===== src/rtl/core/fpcc_pkg.sv =====
// ----------------------------------------------------------------------------
// Fixed prefix-code codec package
// Code table and lookup functions shared by the codec.
// ----------------------------------------------------------------------------
`timescale 1ns / 1ps

package fpcc_pkg;

   localparam int NUM_CODES = 14;

   typedef struct packed {
      logic [7:0] sym;
      logic [5:0] code;
      logic [2:0] len;
   } code_entry_type;

   // encoder view: code left aligned in a byte, length 4..8
   typedef struct packed {
      logic [7:0] code;
      logic [3:0] len;
   } enc_code_type;

   typedef struct packed {
      logic       hit;
      logic [7:0] sym;
   } dec_match_type;

   localparam code_entry_type CODE_TABLE [NUM_CODES] = '{
      '{sym: 8'd32,  code: 6'b001011, len: 3'd4},
      '{sym: 8'd101, code: 6'b001101, len: 3'd4},
      '{sym: 8'd116, code: 6'b011110, len: 3'd5},
      '{sym: 8'd111, code: 6'b011101, len: 3'd5},
      '{sym: 8'd97,  code: 6'b010011, len: 3'd5},
      '{sym: 8'd104, code: 6'b011001, len: 3'd5},
      '{sym: 8'd110, code: 6'b010001, len: 3'd5},
      '{sym: 8'd115, code: 6'b011100, len: 3'd5},
      '{sym: 8'd105, code: 6'b011000, len: 3'd5},
      '{sym: 8'd114, code: 6'b100001, len: 3'd6},
      '{sym: 8'd100, code: 6'b010010, len: 3'd5},
      '{sym: 8'd108, code: 6'b011111, len: 3'd5},
      '{sym: 8'd117, code: 6'b100000, len: 3'd6},
      '{sym: 8'd109, code: 6'b001010, len: 3'd4}
   };

   // table symbol -> short code, anything else -> 8-bit literal
   function automatic enc_code_type enc_lookup(input logic [7:0] sym);
      enc_code_type res;
      logic [7:0]   wide;
      res.code = sym;
      res.len  = 4'd8;
      for (int i = 0; i < NUM_CODES; i++) begin
         if (CODE_TABLE[i].sym == sym) begin
            wide     = {2'b00, CODE_TABLE[i].code};
            res.code = wide << (4'd8 - {1'b0, CODE_TABLE[i].len});
            res.len  = {1'b0, CODE_TABLE[i].len};
         end
      end
      return res;
   endfunction

   // right-aligned pending bits of a given count against the table
   function automatic dec_match_type dec_lookup(input logic [7:0] bits,
                                               input logic [2:0] count);
      dec_match_type res;
      res.hit = 1'b0;
      res.sym = 8'd0;
      for (int i = 0; i < NUM_CODES; i++) begin
         if (CODE_TABLE[i].len == count && {2'b00, CODE_TABLE[i].code} == bits) begin
            res.hit = 1'b1;
            res.sym = CODE_TABLE[i].sym;
         end
      end
      return res;
   endfunction

endpackage


===== src/rtl/core/fpcc_if.sv =====
// ----------------------------------------------------------------------------
// Fixed prefix-code codec channels
// Valid/ready channel interfaces for input items, results and the mode CSR.
// ----------------------------------------------------------------------------
`timescale 1ns / 1ps

interface fpcc_req_if;
   logic       valid;
   logic       ready;
   logic [7:0] data_byte;
   logic       flush;

   modport source (output valid, output data_byte, output flush, input ready);
   modport sink   (input valid, input data_byte, input flush, output ready);
endinterface

interface fpcc_rsp_if;
   logic       valid;
   logic       ready;
   logic [7:0] out_byte;
   logic       last;

   modport source (output valid, output out_byte, output last, input ready);
   modport sink   (input valid, input out_byte, input last, output ready);
endinterface

interface fpcc_csr_if;
   logic valid;
   logic ready;
   logic codec_mode;

   modport source (output valid, output codec_mode, input ready);
   modport sink   (input valid, input codec_mode, output ready);
endinterface


===== src/rtl/core/fixed_prefix_code_codec.sv =====
// ----------------------------------------------------------------------------
// Fixed prefix-code codec
// Bit-serial static prefix-code encoder/decoder for byte streams.
// ----------------------------------------------------------------------------
// Usage:
//  - req_if carries one byte (data_byte) or an end-of-stream marker (flush).
//  - rsp_if returns packed code bytes (encode) or decoded characters
//    (decode); last marks the final result caused by one input transfer.
//    An input gives zero, one or two results.
//  - csr_if writes codec_mode (0 encode, 1 decode); always ready, only to be
//    written while the codec is idle. Pending bits carry across a change.
//  - One bit per cycle while no second result waits for the held slot: ready
//    stays low while the code bits (encode), the eight bits (decode) or the
//    pad bits, if any (flush), are shifted and the held result drains; one item at a time.
//  - An earlier result shows in the cycle after the step that completes the next
//    one; the final one in the cycle after the drain state passes it on.
//  - Reset clears mode (encode), the accumulator and the bit count.
//  - A stalled receiver holds the output register; the shifter stalls only
//    when a second result would need the held slot.
// ----------------------------------------------------------------------------
`timescale 1ns / 1ps

module fixed_prefix_code_codec
   import fpcc_pkg::*;
(
   input logic          clock,
   input logic          reset,
   fpcc_req_if.sink     req_if,
   fpcc_rsp_if.source   rsp_if,
   fpcc_csr_if.sink     csr_if
);

   typedef enum logic [2:0] {
      ST_IDLE  = 3'b001,
      ST_SHIFT = 3'b010,
      ST_DRAIN = 3'b100
   } state_type;

   state_type     state_ff, state_in;
   logic          mode_ff, mode_in;
   logic [7:0]    acc_ff, acc_in;       // pending bits, right aligned
   logic [2:0]    cnt_ff, cnt_in;       // number of pending bits
   logic [7:0]    shreg_ff, shreg_in;   // code bits still to feed, MSB first
   logic [3:0]    left_ff, left_in;     // bits still to feed
   logic [1:0]    nres_ff, nres_in;     // results raised by this item
   logic [7:0]    hold_ff, hold_in;     // newest result, waiting to learn last
   logic          hold_vld_ff, hold_vld_in;
   logic          rsp_vld_ff, rsp_vld_in;
   logic [7:0]    rsp_byte_ff, rsp_byte_in;
   logic          rsp_last_ff, rsp_last_in;

   logic          req_xfer;
   logic          out_free;
   logic [7:0]    acc_sh;
   logic [3:0]    cnt_sh;
   logic          full;
   dec_match_type dec;
   enc_code_type  enc;
   logic          res_now;
   logic [7:0]    res_val;
   logic          emit;
   logic          step;
   logic          push_mid;
   logic          push_end;

   assign req_if.ready = (state_ff == ST_IDLE);
   assign csr_if.ready = 1'b1;
   assign rsp_if.valid    = rsp_vld_ff;
   assign rsp_if.out_byte = rsp_byte_ff;
   assign rsp_if.last     = rsp_last_ff;

   assign req_xfer = req_if.valid & req_if.ready;
   assign out_free = ~rsp_vld_ff | rsp_if.ready;

   // one bit step
   assign acc_sh  = {acc_ff[6:0], shreg_ff[7]};
   assign cnt_sh  = {1'b0, cnt_ff} + 4'd1;
   assign full    = cnt_sh[3];
   assign dec     = dec_lookup(acc_sh, cnt_sh[2:0]);
   assign enc     = enc_lookup(req_if.data_byte);
   assign res_now = full | (mode_ff & dec.hit);
   assign res_val = full ? acc_sh : dec.sym;
   // beyond two results per item nothing is reported
   assign emit    = res_now & (nres_ff != 2'd2);
   // a second result must first move the held one out
   assign step    = (state_ff == ST_SHIFT) & ~(emit & hold_vld_ff & ~out_free);
   assign push_mid = step & emit & hold_vld_ff;
   assign push_end = (state_ff == ST_DRAIN) & hold_vld_ff & out_free;

   always_comb begin
      state_in    = state_ff;
      mode_in     = mode_ff;
      acc_in      = acc_ff;
      cnt_in      = cnt_ff;
      shreg_in    = shreg_ff;
      left_in     = left_ff;
      nres_in     = nres_ff;
      hold_in     = hold_ff;
      hold_vld_in = hold_vld_ff;

      if (csr_if.valid & csr_if.ready) begin
         mode_in = csr_if.codec_mode;
      end

      unique case (state_ff)
         ST_IDLE: begin
            if (req_xfer) begin
               nres_in = 2'd0;
               if (req_if.flush) begin
                  if (~mode_ff && cnt_ff != 3'd0) begin
                     // pad with zero bits up to a full byte
                     shreg_in = 8'd0;
                     left_in  = 4'd8 - {1'b0, cnt_ff};
                     state_in = ST_SHIFT;
                  end else begin
                     acc_in   = 8'd0;
                     cnt_in   = 3'd0;
                     state_in = ST_DRAIN;
                  end
               end else if (~mode_ff) begin
                  shreg_in = enc.code;
                  left_in  = enc.len;
                  state_in = ST_SHIFT;
               end else begin
                  shreg_in = req_if.data_byte;
                  left_in  = 4'd8;
                  state_in = ST_SHIFT;
               end
            end
         end
         ST_SHIFT: begin
            if (step) begin
               shreg_in = {shreg_ff[6:0], 1'b0};
               left_in  = left_ff - 4'd1;
               if (res_now) begin
                  acc_in = 8'd0;
                  cnt_in = 3'd0;
               end else begin
                  acc_in = acc_sh;
                  cnt_in = cnt_sh[2:0];
               end
               if (emit) begin
                  hold_in     = res_val;
                  hold_vld_in = 1'b1;
                  nres_in     = nres_ff + 2'd1;
               end
               if (left_ff == 4'd1) begin
                  state_in = ST_DRAIN;
               end
            end
         end
         ST_DRAIN: begin
            if (~hold_vld_ff) begin
               state_in = ST_IDLE;
            end else if (out_free) begin
               hold_vld_in = 1'b0;
               state_in    = ST_IDLE;
            end
         end
         default: begin
            state_in = ST_IDLE;
         end
      endcase
   end

   // output register: earlier result goes out with last low, final with last high
   always_comb begin
      rsp_vld_in  = rsp_vld_ff;
      rsp_byte_in = rsp_byte_ff;
      rsp_last_in = rsp_last_ff;
      if (push_mid | push_end) begin
         rsp_vld_in  = 1'b1;
         rsp_byte_in = hold_ff;
         rsp_last_in = push_end;
      end else if (rsp_if.ready) begin
         rsp_vld_in = 1'b0;
      end
   end

   always_ff @(posedge clock) begin
      if (reset) begin
         state_ff    <= ST_IDLE;
         mode_ff     <= 1'b0;
         acc_ff      <= 8'd0;
         cnt_ff      <= 3'd0;
         hold_vld_ff <= 1'b0;
         rsp_vld_ff  <= 1'b0;
      end else begin
         state_ff    <= state_in;
         mode_ff     <= mode_in;
         acc_ff      <= acc_in;
         cnt_ff      <= cnt_in;
         hold_vld_ff <= hold_vld_in;
         rsp_vld_ff  <= rsp_vld_in;
      end
   end

   always_ff @(posedge clock) begin
      shreg_ff    <= shreg_in;
      left_ff     <= left_in;
      nres_ff     <= nres_in;
      hold_ff     <= hold_in;
      rsp_byte_ff <= rsp_byte_in;
      rsp_last_ff <= rsp_last_in;
   end

endmodule


===== src/flat_wrapper.sv =====
// flat-port wrapper written by rule: the top's interface ports become plain ports
module fixed_prefix_code_codec_flat import fpcc_pkg::*;
  (clock, reset, req_if_valid, req_if_data_byte, req_if_flush, req_if_ready, rsp_if_valid, rsp_if_out_byte, rsp_if_last, rsp_if_ready, csr_if_valid, csr_if_codec_mode, csr_if_ready);
  fpcc_req_if req_if_i ();
  fpcc_rsp_if rsp_if_i ();
  fpcc_csr_if csr_if_i ();
  input logic clock;
  input logic reset;
  input wire logic [$bits(req_if_i.valid)-1:0] req_if_valid;
  input wire logic [$bits(req_if_i.data_byte)-1:0] req_if_data_byte;
  input wire logic [$bits(req_if_i.flush)-1:0] req_if_flush;
  output wire logic [$bits(req_if_i.ready)-1:0] req_if_ready;
  output wire logic [$bits(rsp_if_i.valid)-1:0] rsp_if_valid;
  output wire logic [$bits(rsp_if_i.out_byte)-1:0] rsp_if_out_byte;
  output wire logic [$bits(rsp_if_i.last)-1:0] rsp_if_last;
  input wire logic [$bits(rsp_if_i.ready)-1:0] rsp_if_ready;
  input wire logic [$bits(csr_if_i.valid)-1:0] csr_if_valid;
  input wire logic [$bits(csr_if_i.codec_mode)-1:0] csr_if_codec_mode;
  output wire logic [$bits(csr_if_i.ready)-1:0] csr_if_ready;
  assign req_if_i.valid = req_if_valid;
  assign req_if_i.data_byte = req_if_data_byte;
  assign req_if_i.flush = req_if_flush;
  assign req_if_ready = req_if_i.ready;
  assign rsp_if_valid = rsp_if_i.valid;
  assign rsp_if_out_byte = rsp_if_i.out_byte;
  assign rsp_if_last = rsp_if_i.last;
  assign rsp_if_i.ready = rsp_if_ready;
  assign csr_if_i.valid = csr_if_valid;
  assign csr_if_i.codec_mode = csr_if_codec_mode;
  assign csr_if_ready = csr_if_i.ready;
  fixed_prefix_code_codec u_core (.clock(clock), .reset(reset), .req_if(req_if_i), .rsp_if(rsp_if_i), .csr_if(csr_if_i));
endmodule

===== config.mk =====
export PLATFORM = sky130hd
export DESIGN_NAME = fixed_prefix_code_codec_flat
export DESIGN_NICKNAME = d
export VERILOG_FILES = /design/src/rtl/core/fpcc_pkg.sv /design/src/rtl/core/fpcc_if.sv /design/src/rtl/core/fixed_prefix_code_codec.sv /design/src/flat_wrapper.sv
export SDC_FILE = /design/constraint.sdc
export NUM_CORES = 1
export LEC_CHECK = 0
export BUFFER_PORTS_ARGS = -buffer_cell sky130_fd_sc_hd__buf_2
export CAP_MARGIN = 20
export CORE_MARGIN = 3
export CORE_UTILIZATION = 50
export CTS_CLUSTER_DIAMETER = 80
export DETAILED_ROUTE_END_ITERATION = 10
export PLACE_DENSITY = 0.72
export SKIP_CTS_REPAIR_TIMING = 1
export SLEW_MARGIN = 20
export SYNTH_ARGS = -nofsm -noshare
export SYNTH_HDL_FRONTEND = slang
export SYNTH_SLANG_ARGS = --single-unit

===== constraint.sdc =====
create_clock -name clock -period 2.9 [get_ports clock]
set_input_delay 0.58 -clock clock [delete_from_list [all_inputs] [get_ports clock]]
set_output_delay 0.58 -clock clock [all_outputs]
set_load 0.01 [all_outputs]

# == After elaboration in Yosys (flattened, before gate mapping) ==
# Cells that the tools add are included.
# word_totals
register_bits,47
# classes
addsub,4
n_eq_ne,44
muxes,72
bitwise_logic,17
reduce_logical,25
# ops
cell,n
12-bit two-way mux,14
9-bit two-way mux,14
7-bit by 8-bit equality test with 1-bit output (first input constant),13
5-bit by 8-bit equality test with 1-bit output (first input constant),9
8-bit two-way mux,6
3-bit two-way mux,12
7-bit two-way mux,5
4-bit by 8-bit equality test with 1-bit output (first input constant),3
6-bit by 8-bit equality test with 1-bit output (first input constant),3
4-bit two-way mux,5
8-bit one-hot mux with 2 select lines,1
1-bit logical AND,15
7-bit one-hot mux with 2 select lines,1
4-bit AND reduction,3
1-bit AND,10
2-bit != test (second input constant),5
3-bit equality test (first input constant),3
3-bit one-hot mux with 3 select lines,1
4-bit one-hot mux with 2 select lines,1
1-bit two-way mux,6
2-bit two-way mux,3
3-bit != test (second input constant),2
3-bit one-hot mux with 2 select lines,1
3-bit AND reduction,2
16 further kinds,24

# == Depth between registers and ports, before layout ==
# Gate-level depths: netlist of run 1.
# logic_depth
word_depth,28
depth_mapped,8
depth_no_buf,8

# == Worst setup path after synthesis of run 1 ==
# Ideal clock, no wire load.
# synth_timing
kind,register to register
from,register u_core.cnt_ff[0]
to,"register u_core.rsp_last_ff, in the netlist u_core.rsp_if.last (enable)"
setup_ps,378
arrival_ps,2499
slack_ps,23
stages_incl_launch_ff,9
period_less_slack_ps,2877
path_cell_list,dfxtp_1 > ha_1 > ha_1 > nand4bb_1 > o41ai_1 > or3_1 > buf_2 > o21ai_0 > a21oi_1
# synth_between
elab_chain_len,27
# synth_rtl
item,line,source
"start, declared",fixed_prefix_code_codec.sv:42,"logic [2:0] cnt_ff, cnt_in;"
"start signal, assigned",fixed_prefix_code_codec.sv:192,cnt_ff <= cnt_in;
3-bit by 1-bit adder with 4-bit output (*),fixed_prefix_code_codec.sv:77,"assign cnt_sh = {1'b0, cnt_ff} + 4'd1;"
3-bit equality test,fpcc_pkg.sv:68,"if (CODE_TABLE[i].len == count && {2'b00, CODE_TABLE[i].code} == bits) begin"
1-bit logical AND,fpcc_pkg.sv:68,
9-bit two-way mux (14 in series),fpcc_pkg.sv:68,
1-bit AND,fixed_prefix_code_codec.sv:81,assign res_now = full | (mode_ff & dec.hit);
1-bit OR (*),fixed_prefix_code_codec.sv:81,
1-bit AND (*),fixed_prefix_code_codec.sv:84,assign emit = res_now & (nres_ff != 2'd2);
1-bit AND (2 in series),fixed_prefix_code_codec.sv:86,assign step = (state_ff == ST_SHIFT) & ~(emit & hold_vld_ff & ~out_free);
1-bit NOT,fixed_prefix_code_codec.sv:86,
1-bit AND,fixed_prefix_code_codec.sv:86,
1-bit AND (*) (2 in series),fixed_prefix_code_codec.sv:87,assign push_mid = step & emit & hold_vld_ff;
1-bit OR (*),fixed_prefix_code_codec.sv:171,if (push_mid | push_end) begin
"end signal, assigned",fixed_prefix_code_codec.sv:204,rsp_last_ff <= rsp_last_in;
"end, declared",fixed_prefix_code_codec.sv:50,"logic rsp_last_ff, rsp_last_in;"
# Every way passes the cells marked *; elsewhere a longest branch is shown, timed or not.
# A chain may end at the register's enable or synchronous reset.

# == Worst setup path in the final report of run 1 ==
# layout_timing
from,register u_core.cnt_ff[0]
to,"register u_core.rsp_byte_ff[0], in the netlist u_core.rsp_if.out_byte[0] (enable)"
# layout_between
elab_chain_len,27
# layout_rtl
item,line,source
3-bit by 1-bit adder with 4-bit output (*),fixed_prefix_code_codec.sv:77,
3-bit equality test,fpcc_pkg.sv:68,
1-bit logical AND,fpcc_pkg.sv:68,
9-bit two-way mux (14 in series),fpcc_pkg.sv:68,
1-bit AND,fixed_prefix_code_codec.sv:81,
1-bit OR (*),fixed_prefix_code_codec.sv:81,
1-bit AND (*),fixed_prefix_code_codec.sv:84,
1-bit AND (2 in series),fixed_prefix_code_codec.sv:86,
1-bit NOT,fixed_prefix_code_codec.sv:86,
1-bit AND,fixed_prefix_code_codec.sv:86,
1-bit AND (*) (2 in series),fixed_prefix_code_codec.sv:87,
1-bit OR (*),fixed_prefix_code_codec.sv:171,
"end signal, assigned",fixed_prefix_code_codec.sv:203,rsp_byte_ff <= rsp_byte_in;
"end, declared",fixed_prefix_code_codec.sv:49,"logic [7:0] rsp_byte_ff, rsp_byte_in;"
# Marks and branches as above.

==> flow_metrics.tcl, run 1 <==
set metrics [dict create \
    status "complete, no violations" \
    required_ns 2.91 \
    multi_input_area_mm2 0.001609 \
    fin_crit_sh_pct 93.60 \
    end_kind "register" \
    post-place-ws_ns 0.1809 \
    rsz0062_at_grt "no" \
    pin_count 27 \
    dp_cells 414 \
    path_clk_slew_ns 0.09 \
    ys_seq_area_share_pct 41.91 \
    tightest_slew_ns 0.8160 \
    hold_viol_final 0 \
    fillers 508 \
    wl_per_cell_um 16.75 \
    portBuffers 25 \
    fin_tns_setup_ns 0 \
    antenna_found_initial 0 \
    core_area_mm2 0.005642 \
    start_util_pct 52.92 \
    path_class "register to register" \
    diodes 0 \
    finish.utilization_pct 59.13 \
    grt_max_degree 20 \
    netlist_instances 328 \
    synth_top_flop_cell "edfxtp_1" \
    vdd_drop_max_mv 0.2993 \
    htreeDepth 2 \
    vias_per_cell 6.429 \
    slew_headroom_pct 45.18 \
    seq_area_mm2 0.001251 \
    layoutNonFillerInstCount 422 \
    hp-class "register to register" \
    track_usage_pct 20.26 \
    vias 2713 \
    ant_nets 0 \
    min_period_ns 2.715 \
    routed_wl_mm 7.069 \
    ys_ff_latch 47 \
    cts_sinks 47 \
    max_freq_mhz 368.4 \
    final_cell_mix "34 x nor2_1, 31 x edfxtp_1, 25 x buf_2, 19 x nand2_1, 19 x a21oi_1" \
    grt_pass1_wl_mm 11.69 \
    dp_hpwl_mm 5.168 \
    die_area_mm2 0.006934 \
    syn_area_per_cell_um2 9.102 \
    insertion_delay_ns 0.29 \
    synth-edff-count 31 \
    drt_first_pass_iters 6 \
    critical_path_arrival_ns 2.72 \
    ys_async_sr_fraction_pct 0 \
    die_w_um 83.27 \
    maxSlewViolCount 0 \
    clk_path_buf_depth 2 \
    drtIter0Drc 188 \
    final_common_cell "nor2_1" \
    ys_warn_count 0 \
    drc 0 \
    setup_violations 0 \
    synth.cell_area_mm2 0.002985 \
    grt_pass1_vias 2462 \
    synth_fp_nets 352 \
    final.setup.worst_slack_ns 0.1855 \
    fin_nets 373 \
    area_growth_pct 11.74 \
    ys_types 65 \
    globalRouteOverflowTotal 0 \
    cts_root_buffer "clkbuf_8" \
    p_per_area_mw_per_mm2 443.1 \
    cp-start-kind "register" \
    cts_tree "done" \
    cts_buffers 5 \
    rows 27 \
    p_leak_nw 1.310 \
    maxCapViolations 0 \
    skew_ns 0.007294 \
    gp_congestion 0.9132 \
    drive_gt1_share_pct 15.14 \
    die_y_um 83.27 \
    cp_max_fo 9 \
]
-- metrics by stage --
| step | hold slack, ns | total power [mW] | instance area [um^2] |
|---|---|---|---|
| after floorplan | 0.4003 | 0.8739 | 2985 |
| after global placement | 0.4026 | 0.9216 | 3191 |
| after detailed placement | 0.4071 | 0.9256 | 3191 |
| after CTS | 0.4269 | 1.482 | 3323 |
| after global routing | 0.4392 | 1.534 | 3336 |
| final | 0.4273 | 1.478 | 3336 |
-- cell type report --
| type | instances | share of cell area [%] |
|---|---|---|
| multi-input combinational | 246 | 48.24 |
| sequential | 47 | 37.51 |
| clock inverter | 2 | 1.800 |
| clock buffer | 6 | 2.176 |
| timing repair buffer | 35 | 6.001 |
| tap | 72 | 2.701 |
| inverter | 14 | 1.575 |
-- power by group --
part,switching [mW],internal [mW],leakage [nW]
Combinational,0.0976,0.0668,0.800
Clock,0.220,0.345,0.0654
Sequential,0.0174,0.732,0.445
Total,0.335,1.14,1.31
-- Yosys cell counts, types with 2 or more instances --
cell type	n	area share, %
a211oi_1	2	0.50
a21boi_0	2	0.50
a21o_1	3	0.75
a21oi_1	19	3.2
a221oi_1	3	0.88
a22o_1	9	2.6
a22oi_1	4	1.0
a2bb2oi_1	2	0.59
a32o_1	2	0.67
a41oi_1	2	0.59
and2_1	4	0.84
buf_2	2	0.34
clkbuf_1	18	2.3
dfxtp_1	16	11
edfxtp_1	31	31
ha_1	9	3.8
inv_1	14	1.8
mux2i_1	2	0.67
nand2_1	19	2.4
nand2b_1	10	2.1
nand3_1	8	1.3
nand3b_1	6	1.5
nand4_1	2	0.42
nand4bb_1	3	1.1
nor2_1	34	4.3
nor2b_1	4	0.84
nor3_1	12	2.0
nor3b_1	4	1.0
nor4_1	7	1.5
o2111ai_1	2	0.59
o211a_1	2	0.67
o21ai_0	18	3.0
o21bai_1	2	0.50
o221ai_1	2	0.59
o22a_1	2	0.59
o31ai_1	3	0.75
or2_2	5	1.0
or3_1	8	1.7
or3b_2	2	0.59
or4b_1	2	0.67
xnor2_1	3	0.88
-- critical path: stages, from the launching register on --
cell,delay [ns]
dfxtp_1,0.38
ha_1,0.23
ha_1,0.32
nand4bb_2,0.34
nor4_1,0.35
or3_1,0.22
o21ai_0,0.18
a21oi_1,0.19
buf_4,0.19
-- routing by layer --
metal | vias up | routed length [um] | track usage, % | part of all wire (%)
li1 | 1276 | - | - | -
met1 | 1295 | 3106 | 26.97 | 44
met2 | 128 | 3409 | 33.60 | 48
met3 | 14 | 444 | 4.067 | 6.3
met4 | 0 | 110 | 5.349 | 1.6
met5 | - | 0 | 0 | 0
-- kinds of logic after synthesis --
group	Yosys count	share of synthesized area, %
AOI/OAI and AO/OA	93	22.47
xor gates and xnor gates	3	0.8803
adders and majority gates	9	3.772
buffers and inverters	35	4.610
DFF	47	41.91
muxes	3	1.048
other	1	0.1256
and+or+nand+nor	137	25.19
-- path summary, 6_finish.rpt --
| path | from | slack (ns) | cells past startpoint | endpoint |
|---|---|---|---|---|
| min reg2reg | u_core.hold_ff[1] | 0.43 | 0 | u_core.rsp_if.out_byte[1] |
| max reg2reg | u_core.cnt_ff[0] | 0.19 | 8 | u_core.rsp_if.out_byte[0] |
| min | u_core.hold_ff[1] | 0.43 | 0 | u_core.rsp_if.out_byte[1] |
| max | u_core.cnt_ff[0] | 0.19 | 8 | u_core.rsp_if.out_byte[0] |
-- sequential cells by signal, indices dropped and copies added (netlist names) --
register	count
u_core.acc_ff	7
u_core.cnt_ff	3
u_core.hold_ff	8
u_core.hold_vld_ff	1
u_core.left_ff	4
u_core.mode_ff	1
u_core.nres_ff	2
u_core.rsp_if.last	1
u_core.rsp_if.out_byte	8
u_core.rsp_if.valid	1
u_core.shreg_ff	8
u_core.state_ff	3
No activity file was read; power rests on OpenSTA's default activity.
==> run 2, diff against run 1 <==
==> constraint.sdc (replaced) <==
create_clock -name clock -period 2.9 [get_ports clock]
set_input_delay 0.435 -clock clock [delete_from_list [all_inputs] [get_ports clock]]
set_output_delay 0.435 -clock clock [all_outputs]
set_load 0.01 [all_outputs]
==> flow_metrics.tcl, run 2 (synthesis results as in run 1) <==
set metrics [dict create \
    path_delay_family "compound AO/OA/AOI/OAI gates" \
    area_growth_pct 12.11 \
    critical_path_arrival_ns 2.84 \
    drc 0 \
    pin_count 27 \
    clk_path_buf_depth 2 \
    routed_wl_mm 7.081 \
    final_common_cell "nor2_1" \
    min_period_ns 2.789 \
    rsz0062_at_grt "no" \
    p_comb_share_pct 11.1 \
    post-place-ws_ns 0.1729 \
    cts_root_buffer "clkbuf_8" \
    path_class "register to register" \
    dr_wl_met3_um 496 \
    vdd_drop_max_mv 0.2486 \
    start_util_pct 52.92 \
    end_kind "register" \
    pwr-share-seq_pct 50.7 \
    path_cells "ha_1 -> ha_1 -> nand4bb_2 -> o41ai_2 -> or3_1 -> buf_4 -> o21bai_1 -> a22o_1 -> buf_4" \
    tightest_slew_ns 0.7438 \
    dp_hpwl_mm 5.108 \
    hold_viol_final 0 \
    p_sw_mw 0.3346 \
    wl_per_cell_um 16.78 \
    fin_crit_sh_pct 96.17 \
    fin_nets 373 \
    path_clk_slew_ns 0.09 \
    grt_pass1_vias 2520 \
    ant_nets 0 \
    vias 2662 \
    p_per_area_mw_per_mm2 441.5 \
    maxSlewViolCount 0 \
    grt_max_degree 20 \
    portBuffers 25 \
    cts_buffers 5 \
    cts_sinks 47 \
    drtIter0Drc 210 \
    met1Wirelength_mm 3.112 \
    die_w_um 83.27 \
    setup_violations 0 \
    critPathBufInv 2 \
    p_leak_nw 1.315 \
    cts_tree "done" \
    vias_per_cell 6.308 \
    top_layer "met4" \
    hp-class "input port to register" \
    r2r_cells 9 \
    met2WireLength_mm 3.367 \
    rows 27 \
    track_usage_pct 20.56 \
    slew_headroom_pct 50.03 \
    insertion_delay_ns 0.30 \
    hold_path_depth 3 \
    gp_congestion 0.9150 \
    crit_cells 9 \
    cp_slowest_cell "dfxtp_1" \
    diodes 0 \
    cp_max_fo 12 \
    grt_pass1_wl_mm 11.92 \
    required_ns 2.96 \
    die_y_um 83.27 \
    die_area_mm2 0.006934 \
    skew_ns 0.008132 \
    clkPwrFrac_pct 38.2 \
    fin_tns_setup_ns 0 \
    switching_share_pct 22.64 \
    globalRouteOverflowTotal 0 \
    final.setup.worst_slack_ns 0.1111 \
    max_freq_mhz 358.6 \
    power.internal_mw 1.143 \
    core_area_mm2 0.005642 \
    drive_gt1_share_pct 15.71 \
    max_stage_delay_ns 0.39 \
    status "complete, no violations" \
    maxCapViolations 0 \
    cp-start-kind "register" \
    antenna_found_initial 0 \
    drt_first_pass_iters 5 \
    htreeDepth 2 \
    final_cell_mix "34 x nor2_1, 31 x edfxtp_1, 25 x buf_2, 19 x nand2_1, 19 x a21oi_1" \
]
[run 2: cell count changes in the layout (fill, tap and decap cells not counted)]
cell,before,now
nor3b_1,4,3
nor3b_2,0,1
nor4_1,7,6
nor4_2,0,1
o21ai_0,17,16
o21ai_1,1,2
[run 2: worst min-delay path, cell delays in order]
cell	delay, ns
buf_2	0.07
mux2i_1	0.05
nor2_1	0.07
[run 2: per-layer routing]
metal | vias to the layer above | global-route usage [%]
li1 | 1279 | -
met3 | 11 | 4.464
met2 | 120 | 32.65
met5 | - | 0
met4 | 0 | 6.835
met1 | 1252 | 27.84
[run 2: final timing paths]
check | slack (ns) | start | endpoint
setup reg to reg | 0.11 | u_core.cnt_ff[0] | u_core.left_ff[1]
hold reg to reg | 0.43 | u_core.hold_ff[1] | u_core.rsp_if.out_byte[1]
setup / recovery | 0.11 | u_core.cnt_ff[0] | u_core.left_ff[1]
hold / removal | 0.36 | csr_if_codec_mode | u_core.mode_ff
[run 2: power by group through the flow]
stage	registers, mW	clock network, mW	logic, mW
final	0.749	0.565	0.164
after global routing	0.753	0.604	0.181
after CTS	0.749	0.572	0.162
after detailed placement	0.764	0	0.161
after global placement	0.764	0	0.158
after floorplan	0.756	0	0.118
[run 2: cell type report]
cell class	instances	area [um^2]
Multi-Input combinational cell	246	1620
Sequential cell	47	1251
Inverter	14	52.55
Tap cell	72	90.09
Fill cell	488	2295
Timing Repair Buffer	35	200.2
Clock buffer	6	72.57
Clock inverter	2	60.06
[run 2: metrics by stage]
step | instances | cell area [um^2] | utilization, % | total power [mW] | hold slack (ns)
3_5_place_dp | 414 | 3191 | 56.55 | 0.9249 | 0.4071
2_1_floorplan | 328 | 2985 | - | 0.8739 | 0.4003
5_1_grt | 422 | 3347 | 59.33 | 1.538 | 0.3781
3_3_place_gp | 414 | 3191 | 56.55 | 0.9217 | 0.4026
6_report | 422 | 3347 | 59.33 | 1.478 | 0.3631
4_1_cts | 422 | 3323 | 58.90 | 1.483 | 0.3611
==> run 3, diff against run 2 <==
Settings changed: RECOVER_POWER set to 100.
==> flow_metrics.tcl, run 3 (synthesis results as in run 1) <==
set metrics [dict create \
    cts_sinks 47 \
    wl_per_cell_um 16.78 \
    setup_violations 0 \
    core_area_mm2 0.005642 \
    cts_root_buffer "clkbuf_8" \
    hold_viol_final 0 \
    die_y_um 83.27 \
    grt_util_met3_pct 4.464 \
    end_kind "register" \
    gp_congestion 0.9150 \
    status "complete, no violations" \
    hold_slack_ns 0.3638 \
    min_period_ns 2.778 \
    cp_slowest_cell "dfxtp_1" \
    cp_max_fo 12 \
    grt_max_degree 20 \
    skew_ns 0.009604 \
    required_ns 2.95 \
    path_clk_slew_ns 0.09 \
    grt_pass1_wl_mm 11.92 \
    r2r_cells 9 \
    rows 27 \
    grt_pass1_vias 2520 \
    hold_path_depth 3 \
    p_leak_nw 1.270 \
    htreeDepth 2 \
    start_util_pct 52.92 \
    final.setup.worst_slack_ns 0.1217 \
    area_growth_pct 11.53 \
    fin_crit_sh_pct 95.80 \
    max_stage_delay_ns 0.39 \
    drt_first_pass_iters 5 \
    vias_per_cell 6.315 \
    insertion_delay_ns 0.30 \
    cts_tree "done" \
    pin_count 27 \
    antenna_found_initial 0 \
    drc 0 \
    p_per_area_mw_per_mm2 444.0 \
    grt.met2_usage_pct 32.65 \
    cts_buffers 5 \
    ant_nets 0 \
    crit_cells 9 \
    diodes 0 \
    final_common_cell "nor2_1" \
    vdd_drop_max_mv 0.2491 \
    post-place-ws_ns 0.1729 \
    fin_tns_setup_ns 0 \
    hp-class "input port to register" \
    drive_gt1_share_pct 12.29 \
    grt_use_met1_pct 27.84 \
    routed_wl_mm 7.081 \
    tightest_slew_ns 0.7875 \
    path_class "register to register" \
    path_cells "ha_1 -> ha_1 -> nand4bb_2 -> o41ai_2 -> or3_1 -> buf_4 -> o21bai_1 -> a22o_1 -> buf_4" \
    path_delay_family "compound AO/OA/AOI/OAI gates" \
    slew_headroom_pct 47.50 \
    die_area_mm2 0.006934 \
    vias 2665 \
    portBuffers 25 \
    final_cell_mix "34 x nor2_1, 31 x edfxtp_1, 19 x nand2_1, 19 x a21oi_1" \
    max_freq_mhz 359.9 \
    clk_path_buf_depth 2 \
    drtIter0Drc 209 \
    rsz0062_at_grt "no" \
    maxCapViolations 0 \
    critPathBufInv 2 \
    fin_nets 373 \
    maxSlewViolCount 0 \
    globalRouteOverflowTotal 0 \
    track_usage_pct 20.56 \
    critical_path_arrival_ns 2.83 \
    dp_hpwl_mm 5.108 \
    grt.busiest_layer "met2" \
    die_w_um 83.27 \
    cp-start-kind "register" \
]
run 3: changes by cell type in the layout (fill, tap and decap cells not counted), sizes merged:
cell    delta
clkbuf    +12
buf       -12
run 3: metal layers:
layer	vias to the layer above	wire length (um)
li1	1279	-
met1	1248	3049
met2	127	3403
met3	11	526
met4	0	102
met5	-	0
run 3: cell type report:
| type | instances | area, um^2 |
|---|---|---|
| fill | 501 | 2312 |
| multi-input combinational | 246 | 1620 |
| sequential | 47 | 1251 |
| timing repair buffer | 35 | 182.7 |
| tap | 72 | 90.09 |
| clock buffer | 6 | 72.57 |
| clock inverter | 2 | 60.06 |
| inverter | 14 | 52.55 |
run 3: worst paths after layout:
kind / startpoint / end / slack (ns)
setup / recovery: u_core.cnt_ff[0] / u_core.left_ff[1] / 0.12
hold / removal: csr_if_codec_mode / u_core.mode_ff / 0.36
setup reg to reg: u_core.cnt_ff[0] / u_core.left_ff[1] / 0.12
hold reg to reg: u_core.hold_ff[1] / u_core.rsp_if.out_byte[1] / 0.43
run 3: worst register-to-register path: cells and delay by family (launching register included):
kind / cells / cell delay (ns)
AO/OA/AOI/OAI: 3 / 0.64
adder cells (fa/ha/maj): 2 / 0.58
flip-flops: 1 / 0.39
AND/OR/NAND/NOR: 2 / 0.58
buffers and inverters: 2 / 0.35
run 3: report_power, final:
part	leakage (nW)	internal, mW	switching (mW)
Sequential	0.445	0.732	0.0176
Clock	0.0654	0.345	0.221
Combinational	0.760	0.0658	0.0968
run 3: through the flow:
step | cells | cell area [um^2] | util [%] | total power, mW
detailed placement | 414 | 3191 | 56.55 | 0.9249
floorplan | 328 | 2985 | - | 0.8739
global route | 422 | 3329 | 59.02 | 1.537
global placement | 414 | 3191 | 56.55 | 0.9217
finish | 422 | 3329 | 59.02 | 1.478
CTS | 422 | 3323 | 58.90 | 1.483
